<file path="src/sv/bdpc_pkg.sv">
package bdpc_pkg;

  // Fixed field widths
  localparam int RAW_W      = 4;
  localparam int NOW_W      = 32;
  localparam int CNT_W      = 4;
  localparam int LP_W       = 16;
  localparam int CODE_W     = 2;
  localparam int NUM_CODES  = 4;
  localparam int CFG_IDX_W  = 1;
  localparam int CFG_DATA_W = 16;

  // Defaults for the top-level parameters
  localparam int DEFAULT_NUM_BUTTONS = 4;
  localparam int DEFAULT_TIME_BITS   = 32;

  // Register reset values
  localparam logic [CNT_W-1:0] DEBOUNCE_RESET   = 4'd5;
  localparam logic [LP_W-1:0]  LONG_PRESS_RESET = 16'd1000;

  // Register indexes
  typedef enum logic [CFG_IDX_W-1:0] {
    CFG_DEBOUNCE_COUNT = 1'b0,
    CFG_LONG_PRESS_MS  = 1'b1
  } cfg_idx_t;

  // Per-button event codes
  typedef logic [CODE_W-1:0] code_t;
  localparam code_t CODE_NONE  = 2'd0;
  localparam code_t CODE_SHORT = 2'd1;
  localparam code_t CODE_LONG  = 2'd2;

endpackage

</file>
<file path="src/sv/bdpc_in_if.sv">
interface bdpc_in_if import bdpc_pkg::*; ();
  logic             valid;
  logic             ready;
  logic [RAW_W-1:0] raw_levels;
  logic [NOW_W-1:0] now_ms;

  modport source (output valid, output raw_levels, output now_ms, input ready);
  modport sink   (input valid, input raw_levels, input now_ms, output ready);
endinterface

</file>
<file path="src/sv/bdpc_out_if.sv">
interface bdpc_out_if import bdpc_pkg::*; ();
  logic  valid;
  logic  ready;
  code_t code_b0;
  code_t code_b1;
  code_t code_b2;
  code_t code_b3;

  modport source (output valid, output code_b0, output code_b1, output code_b2,
                  output code_b3, input ready);
  modport sink   (input valid, input code_b0, input code_b1, input code_b2,
                  input code_b3, output ready);
endinterface

</file>
<file path="src/sv/button_debounce_press_classifier.sv">
// A poll is held in the input register, then its result (if any) in the result register.
// Throughput: one poll per cycle while the result register is free or drains;
// the input register and the result register let a new poll enter while a
// finished result waits to be taken. The per-button state update is one pass
// of lane logic, set by one TIME_BITS-wide subtract and compare per button.
// Reset (synchronous, rst_n low): all button state cleared, registers to defaults.
module button_debounce_press_classifier import bdpc_pkg::*; #(
  parameter int NUM_BUTTONS = DEFAULT_NUM_BUTTONS,
  parameter int TIME_BITS   = DEFAULT_TIME_BITS
) (
  input  logic                  clk,
  input  logic                  rst_n,
  bdpc_in_if.sink               in_chan,
  bdpc_out_if.source            out_chan,
  input  logic                  cfg_we,
  input  logic [CFG_IDX_W-1:0]  cfg_index,
  input  logic [CFG_DATA_W-1:0] cfg_data
);

  // Configuration registers
  logic [CNT_W-1:0] debounce_r;
  logic [LP_W-1:0]  long_press_r;

  // Input register stage
  logic             s1_valid_r;
  logic [RAW_W-1:0] s1_raw_r;
  logic [NOW_W-1:0] s1_now_r;

  // Per-button state
  logic [NUM_BUTTONS-1:0] stable_r;
  logic [NUM_BUTTONS-1:0] long_r;
  logic [NUM_BUTTONS-1:0] short_r;
  logic [NUM_BUTTONS-1:0] pend_r;
  logic [NUM_BUTTONS-1:0] held_r;
  logic [CNT_W-1:0]       cnt_r  [NUM_BUTTONS];
  logic [TIME_BITS-1:0]   ctime_r[NUM_BUTTONS];

  // Next-state values
  logic [NUM_BUTTONS-1:0] stable_nxt;
  logic [NUM_BUTTONS-1:0] long_nxt;
  logic [NUM_BUTTONS-1:0] short_nxt;
  logic [NUM_BUTTONS-1:0] pend_nxt;
  logic [NUM_BUTTONS-1:0] held_nxt;
  logic [CNT_W-1:0]       cnt_nxt  [NUM_BUTTONS];
  logic [TIME_BITS-1:0]   ctime_nxt[NUM_BUTTONS];

  // Result register
  logic  out_valid_r;
  code_t code_r  [NUM_CODES];
  code_t code_nxt[NUM_CODES];

  // Classify stage intermediates
  logic [NUM_BUTTONS-1:0] long_c;
  logic [NUM_BUTTONS-1:0] short_c;
  logic [NUM_BUTTONS-1:0] pend_c;
  logic                   any_event;

  // Handshake
  logic out_free;
  logic s1_go;

  // Poll time and raw levels, widened to the design's sizes. Buttons past the
  // raw field read a zero bit, so they look pressed.
  logic [TIME_BITS+NOW_W-1:0]   now_wide;
  logic [TIME_BITS-1:0]         now_t;
  logic [NUM_BUTTONS+RAW_W-1:0] raw_wide;
  logic [TIME_BITS-1:0]         long_limit;

  assign now_wide   = {{TIME_BITS{1'b0}}, s1_now_r};
  assign now_t      = now_wide[TIME_BITS-1:0];
  assign raw_wide   = {{NUM_BUTTONS{1'b0}}, s1_raw_r};
  assign long_limit = TIME_BITS'(long_press_r);

  // Advance the input stage whenever the result register is free or drains.
  assign out_free      = !out_valid_r || out_chan.ready;
  assign s1_go         = s1_valid_r && out_free;
  assign in_chan.ready = !s1_valid_r || out_free;

  // ---------------------------------------------------------------------------
  // Per-button lanes: debounce, classify, then report/clear.
  // ---------------------------------------------------------------------------
  always_comb begin
    logic                 pressed;
    logic [CNT_W-1:0]     cnt_a;
    logic                 toggle;
    logic                 stab;
    logic [TIME_BITS-1:0] ct;
    logic [TIME_BITS-1:0] elapsed;
    code_t                code_pad[NUM_BUTTONS+NUM_CODES];

    for (int b = 0; b < NUM_BUTTONS + NUM_CODES; b++) begin
      code_pad[b] = CODE_NONE;
    end

    for (int b = 0; b < NUM_BUTTONS; b++) begin
      // Debounce: count up on disagreement, down (not below zero) on agreement.
      pressed = !raw_wide[b];
      cnt_a   = cnt_r[b];
      if (pressed == stable_r[b] && cnt_r[b] != '0) begin
        cnt_a = cnt_r[b] - CNT_W'(1);
      end
      if (pressed != stable_r[b]) begin
        cnt_a = cnt_r[b] + CNT_W'(1);
      end
      toggle       = (cnt_a >= debounce_r);
      stab         = stable_r[b] ^ toggle;
      ct           = toggle ? now_t : ctime_r[b];
      stable_nxt[b] = stab;
      cnt_nxt[b]    = toggle ? '0 : cnt_a;
      ctime_nxt[b]  = ct;

      // Classify against the freshly debounced level.
      long_c[b]   = long_r[b];
      short_c[b]  = short_r[b];
      pend_c[b]   = pend_r[b];
      held_nxt[b] = held_r[b];
      elapsed     = now_t - ct;
      if (stab && !held_r[b]) begin
        if (elapsed > long_limit && !long_r[b]) begin
          long_c[b]   = 1'b1;
          short_c[b]  = 1'b0;
          pend_c[b]   = 1'b1;
          held_nxt[b] = 1'b1;
        end else begin
          // Pressed and not yet long: mark short on every poll.
          short_c[b] = 1'b1;
        end
      end else if (!stab) begin
        if (short_r[b]) begin
          pend_c[b] = 1'b1;
        end
        held_nxt[b] = 1'b0;
      end
    end

    any_event = |pend_c;

    // Report every button once any event is pending; clear what is reported.
    for (int b = 0; b < NUM_BUTTONS; b++) begin
      long_nxt[b]  = long_c[b];
      short_nxt[b] = short_c[b];
      pend_nxt[b]  = pend_c[b];
      if (any_event) begin
        if (long_c[b]) begin
          code_pad[b] = CODE_LONG;
          long_nxt[b] = 1'b0;
          pend_nxt[b] = 1'b0;
        end else if (short_c[b]) begin
          code_pad[b]  = CODE_SHORT;
          short_nxt[b] = 1'b0;
          pend_nxt[b]  = 1'b0;
        end
      end
    end

    for (int c = 0; c < NUM_CODES; c++) begin
      code_nxt[c] = code_pad[c];
    end
  end

  // Configuration writes
  always_ff @(posedge clk) begin
    if (!rst_n) begin
      debounce_r   <= DEBOUNCE_RESET;
      long_press_r <= LONG_PRESS_RESET;
    end else if (cfg_we) begin
      unique case (cfg_idx_t'(cfg_index))
        CFG_DEBOUNCE_COUNT: debounce_r   <= cfg_data[CNT_W-1:0];
        CFG_LONG_PRESS_MS:  long_press_r <= cfg_data[LP_W-1:0];
        default:            ;
      endcase
    end
  end

  // Input register: load on every accepted transaction.
  always_ff @(posedge clk) begin
    if (!rst_n) begin
      s1_valid_r <= 1'b0;
    end else if (in_chan.ready) begin
      s1_valid_r <= in_chan.valid;
    end
  end

  always_ff @(posedge clk) begin
    if (in_chan.valid && in_chan.ready) begin
      s1_raw_r <= in_chan.raw_levels;
      s1_now_r <= in_chan.now_ms;
    end
  end

  // Button state: commit the lane results when the poll advances.
  always_ff @(posedge clk) begin
    if (!rst_n) begin
      stable_r <= '0;
      long_r   <= '0;
      short_r  <= '0;
      pend_r   <= '0;
      held_r   <= '0;
      for (int b = 0; b < NUM_BUTTONS; b++) begin
        cnt_r[b]   <= '0;
        ctime_r[b] <= '0;
      end
    end else if (s1_go) begin
      stable_r <= stable_nxt;
      long_r   <= long_nxt;
      short_r  <= short_nxt;
      pend_r   <= pend_nxt;
      held_r   <= held_nxt;
      for (int b = 0; b < NUM_BUTTONS; b++) begin
        cnt_r[b]   <= cnt_nxt[b];
        ctime_r[b] <= ctime_nxt[b];
      end
    end
  end

  // Result register: hold until taken; polls with no event leave no result.
  always_ff @(posedge clk) begin
    if (!rst_n) begin
      out_valid_r <= 1'b0;
    end else if (out_free) begin
      out_valid_r <= s1_valid_r && any_event;
    end
  end

  always_ff @(posedge clk) begin
    if (s1_go && any_event) begin
      for (int c = 0; c < NUM_CODES; c++) begin
        code_r[c] <= code_nxt[c];
      end
    end
  end

  assign out_chan.valid   = out_valid_r;
  assign out_chan.code_b0 = code_r[0];
  assign out_chan.code_b1 = code_r[1];
  assign out_chan.code_b2 = code_r[2];
  assign out_chan.code_b3 = code_r[3];

  // ---------------------------------------------------------------------------
  // Assertions
  // ---------------------------------------------------------------------------
  a_state_holds_on_stall: assert property (@(posedge clk) disable iff (!rst_n)
    !s1_go |=> ($stable(stable_r) && $stable(held_r) && $stable(pend_r)))
    else $error("button state changed without an advancing poll");

  a_report_clears_long: assert property (@(posedge clk) disable iff (!rst_n)
    (s1_go && any_event) |=> (long_r == '0))
    else $error("long flag survived a report");

  a_held_only_pressed: assert property (@(posedge clk) disable iff (!rst_n)
    (held_r & ~stable_r) == '0)
    else $error("button blocked while released");

endmodule

</file>
<file path="src/flat_wrapper.sv">
// flat-port wrapper written by rule: the top's interface ports become plain ports
module button_debounce_press_classifier_flat import bdpc_pkg::*;
#(
  parameter int NUM_BUTTONS = DEFAULT_NUM_BUTTONS,
  parameter int TIME_BITS   = DEFAULT_TIME_BITS
)
  (clk, rst_n, cfg_we, cfg_index, cfg_data, in_chan_valid, in_chan_raw_levels, in_chan_now_ms, in_chan_ready, out_chan_valid, out_chan_code_b0, out_chan_code_b1, out_chan_code_b2, out_chan_code_b3, out_chan_ready);
  bdpc_in_if in_chan_i ();
  bdpc_out_if out_chan_i ();
  input  logic clk;
  input  logic rst_n;
  input  logic cfg_we;
  input  logic [CFG_IDX_W-1:0] cfg_index;
  input  logic [CFG_DATA_W-1:0] cfg_data;
  input wire logic [$bits(in_chan_i.valid)-1:0] in_chan_valid;
  input wire logic [$bits(in_chan_i.raw_levels)-1:0] in_chan_raw_levels;
  input wire logic [$bits(in_chan_i.now_ms)-1:0] in_chan_now_ms;
  output wire logic [$bits(in_chan_i.ready)-1:0] in_chan_ready;
  output wire logic [$bits(out_chan_i.valid)-1:0] out_chan_valid;
  output wire logic [$bits(out_chan_i.code_b0)-1:0] out_chan_code_b0;
  output wire logic [$bits(out_chan_i.code_b1)-1:0] out_chan_code_b1;
  output wire logic [$bits(out_chan_i.code_b2)-1:0] out_chan_code_b2;
  output wire logic [$bits(out_chan_i.code_b3)-1:0] out_chan_code_b3;
  input wire logic [$bits(out_chan_i.ready)-1:0] out_chan_ready;
  assign in_chan_i.valid = in_chan_valid;
  assign in_chan_i.raw_levels = in_chan_raw_levels;
  assign in_chan_i.now_ms = in_chan_now_ms;
  assign in_chan_ready = in_chan_i.ready;
  assign out_chan_valid = out_chan_i.valid;
  assign out_chan_code_b0 = out_chan_i.code_b0;
  assign out_chan_code_b1 = out_chan_i.code_b1;
  assign out_chan_code_b2 = out_chan_i.code_b2;
  assign out_chan_code_b3 = out_chan_i.code_b3;
  assign out_chan_i.ready = out_chan_ready;
  button_debounce_press_classifier #(.NUM_BUTTONS(NUM_BUTTONS), .TIME_BITS(TIME_BITS)) u_core (.clk(clk), .rst_n(rst_n), .in_chan(in_chan_i), .out_chan(out_chan_i), .cfg_we(cfg_we), .cfg_index(cfg_index), .cfg_data(cfg_data));
endmodule
</file>
<file path="config.mk">
export PLATFORM = sky130hd
export DESIGN_NAME = button_debounce_press_classifier_flat
export DESIGN_NICKNAME = d
export VERILOG_FILES = /design/src/sv/bdpc_pkg.sv /design/src/sv/bdpc_in_if.sv /design/src/sv/bdpc_out_if.sv /design/src/sv/button_debounce_press_classifier.sv /design/src/flat_wrapper.sv
export SDC_FILE = /design/constraint.sdc
export NUM_CORES = 1
export LEC_CHECK = 0
export ABC_CLOCK_PERIOD_IN_PS = 10600
export BUFFER_PORTS_ARGS = -buffer_cell sky130_fd_sc_hd__buf_2
export CAP_MARGIN = 20
export CORE_ASPECT_RATIO = 1.25
export CORE_MARGIN = 3
export CORE_UTILIZATION = 40
export CTS_BUF_LIST = sky130_fd_sc_hd__clkbuf_2 sky130_fd_sc_hd__clkbuf_4 sky130_fd_sc_hd__clkbuf_8
export DETAILED_ROUTE_END_ITERATION = 10
export SYNTH_ARGS = -nofsm -noshare
export SYNTH_HDL_FRONTEND = slang
export SYNTH_SLANG_ARGS = --single-unit
</file>
<file path="constraint.sdc">
create_clock -name clk -period 10.6 [get_ports clk]
set_input_delay 0.53 -clock clk [delete_from_list [all_inputs] [get_ports clk]]
set_output_delay 0.53 -clock clk [all_outputs]
set_load 0.005 [all_outputs]
</file>
==> results by group <==
Place
  • Hpwl dp: 50300 um
  • Placer Congestion: 0.917
  • Port bufs: 67
  • Post-Place Setup Slack: 2.13 ns

Detailed routing
  • Vias: 18433
  • Vias per cell: 5.97
  • Wirelength per Cell: 21.0 um
  • Antenna-violating nets left: 0
  • Pre-antenna DRT Iters: 5
  • # DRC: 0
  • Post-Route WL: 64900 um
  • Initial drt markers: 1299

Run status
  • Status: completed

GRT
  • Vias in the first global route: 17850
  • Global-route wire length before repair: 101000 um
  • Grt ovf: 0
  • Largest net degree at the start of global routing: 84
  • Initial antenna violation count: 1
  • Total GRT Usage: 23.3%

Worst setup path
  • Largest stage delay, worst path: 0.54 ns
  • Cell mode on critical path: ha_1
  • Setup Crit Path Kind: register to register
  • Crit Path Max Fanout: 24
  • Crit. End Element: register
  • Slowest cell on the critical path: or2_2
  • Buf/Inv on CP: 1
  • Crit path DAT: 8.89 ns
  • Startpoint types: register
  • Worst EP required: 10.94 ns
  • CP top delay family: simple AND/OR/NAND/NOR gates

Floorplanning
  • Die Span X: 209 um
  • Die ar.: 54400 um2
  • Die Span Y: 260 um
  • Core Region: 50800 um2
  • I/O pins: 68
  • Starting Density: 40.6%
  • Rows: 92

Cells and area
  • Area growth from synthesis to layout: 9.14%
  • Final #Nets: 2654
  • Commonest cells after routing, fill and taps aside: nor2_1, nand2_1, a21oi_1
  • Layout cells sized above 1: 8.76%
  • Commonest non-fill, non-tap cell in the layout: nor2_1

STA
  • Fin. Hold Viols: 0
  • Slew margin rel.: 24.1%
  • Setup TNS: 0 ns
  • Worst Max-Slew Pin Slew: 1.14 ns
  • Final min period: 8.55 ns
  • Fin Clk Skew: 0.0441 ns
  • Hold WS: 0.0680 ns
  • RSZ-0062 raised after global routing: false
  • Setup violations, final: 0
  • Slew Limit Fails: 0
  • Worst setup margin: 2.05 ns
  • Fmax: 117 MHz
  • Period utilization: 80.7%

Clock network
  • TritonCTS Buffers: 43
  • Worst-Skew Late Latency: 0.65 ns
  • H-Tree Depth: 2
  • CTS clk-pin slew, worst paths: 0.06 ns
  • Post-CTS setup buffers: 0
  • # clock sinks: 230
  • Clock Path Buffers: 3
  • CTS resizes: 0
  • CTS root buffer: clkbuf_8
  • CTS hold repair buffers: 0
  • CTS tree: built

Synth
  • Synth Warn #: 0
  • Synth Instances: 2379
  • Main combinational cell family by area after synthesis: compound AO/OA/AOI/OAI gates
  • Synth Area in Simple Gates: 19.2%
  • Syn nets: 2637
  • Post-synthesis sequential area ratio: 31.4%
  • Primary FF master, synth: edfxtp_1
  • Area contributors post-synth: edfxtp_1, ha_1, mux2i_1
  • Asr flop ratio synth: 0%
  • #FFs+latches synth: 230
  • Top cell type's share of synthesized area: 27.4%
  • Number of synthesized flops with an enable pin: 188
  • Mux share of post-synthesis cell area: 5.69%
  • Syn_area_per_cell: 8.67 um2
  • Synth Area in Compound Gates: 21.9%
  • Mapped Area: 20600 um2
  • Largest area contributor in the netlist: edfxtp_1
  • Post-synthesis cell type count: 105
  • Post-Synth Adder-Cell Area: 13.2%
  • Synth Area in XOR/XNOR: 4.80%

Power
  • Power per cell area: 213 nW/um2
  • Post-route total power: 4.81 mW
  • Worst VDD drop: 0.0912 mV
  • Static leakage: 9.20 nW

Min path
  • HP Class: input pin to register

Job
  • Number of max-cap violations: 0
## kinds of logic (layout without fill, tap and decap cells)
family,Yosys count,after routing
multiplexers,117,117
buffers and inverters,200,252
AO/OA/AOI/OAI,672,672
flip-flops,230,230
AND/OR/NAND/NOR,828,828
XOR/XNOR,113,113
other,0,1
adder cells (fa/ha/maj),219,219
## sequential cells by signal (all words and copies together) (netlist names)
register	count
u_core.stable_r	4
u_core.long_r	4
u_core.debounce_r	4
u_core.pend_r	4
u_core.held_r	4
u_core.cnt_r	16
u_core.now_t	32
u_core.out_chan.valid	1
u_core.short_r	4
u_core.s1_valid_r	1
u_core.ctime_r	128
u_core.code_r	8
u_core.long_press_r	16
u_core.s1_raw_r	4
## worst paths after layout
path	start	end	slack (ns)	cells past startpoint
worst max register to register	u_core.cnt_r[2][1]	u_core.code_r[2][0]	2.05	32
worst max-delay path	u_core.cnt_r[2][1]	u_core.code_r[2][0]	2.05	32
worst min register to register	u_core.long_press_r[2]	u_core.long_press_r[2]	0.46	2
worst min-delay path	in_chan_now_ms[5]	u_core.now_t[5]	0.07	1
## synthesized netlist by cell type, types with 5 or more instances
library cell / count
or2_2: 7
and4_1: 12
a21oi_1: 220
a31oi_1: 23
edfxtp_1: 188
o21ai_1: 12
o22ai_1: 8
xnor2_1: 70
dfxtp_1: 42
o221ai_1: 9
o21ai_0: 112
nor2_1: 243
o211ai_1: 40
a221oi_1: 5
nand2_1: 243
xor2_1: 43
maj3_1: 17
nand3_1: 53
a31o_2: 5
ha_1: 196
a311oi_1: 7
buf_2: 8
nor4_1: 18
mux2i_1: 114
nand4_1: 45
and3_1: 28
o31ai_1: 18
nor3_1: 44
o211a_1: 7
nor2b_1: 35
and2_1: 22
a21o_1: 50
or3_1: 15
a221o_1: 10
o21a_1: 25
clkbuf_1: 90
inv_1: 88
a21boi_0: 8
a211oi_1: 26
o21bai_1: 7
nand2b_1: 34
buf_1: 10
## power breakdown
group	total (mW)	switching, mW	leakage [nW]	internal [mW]
combinational	2.63	1.61	6.36	1.01
clock	1.04	0.435	0.529	0.609
sequential	1.13	0.0700	2.31	1.06
## area by class of cell
type	count	area, um2
fillers	4998	28200
multi-input cells	1949	13400
flip-flops and latches	230	6490
well taps	658	823
clock buffers	60	751
repair buffers	84	467
inverters	88	330
clock inverters	20	259
diodes	1	2.50
## metal layers
metal	wire (um)	global-route usage [%]
met3	2910	2.97
met5	0	0
met2	31000	39.8
met1	27700	29.3
met4	3270	10.8
## per-stage QoR
step / util, % / instance area (um2) / instances
floorplan: - / 20600 / 2379
global placement: 42.3 / 21500 / 3008
detailed placement: 42.3 / 21500 / 3008
CTS: 44.3 / 22500 / 3088
global route: 44.4 / 22500 / 3090
finish: 44.4 / 22500 / 3090
No activity file was read; power rests on OpenSTA's default activity.
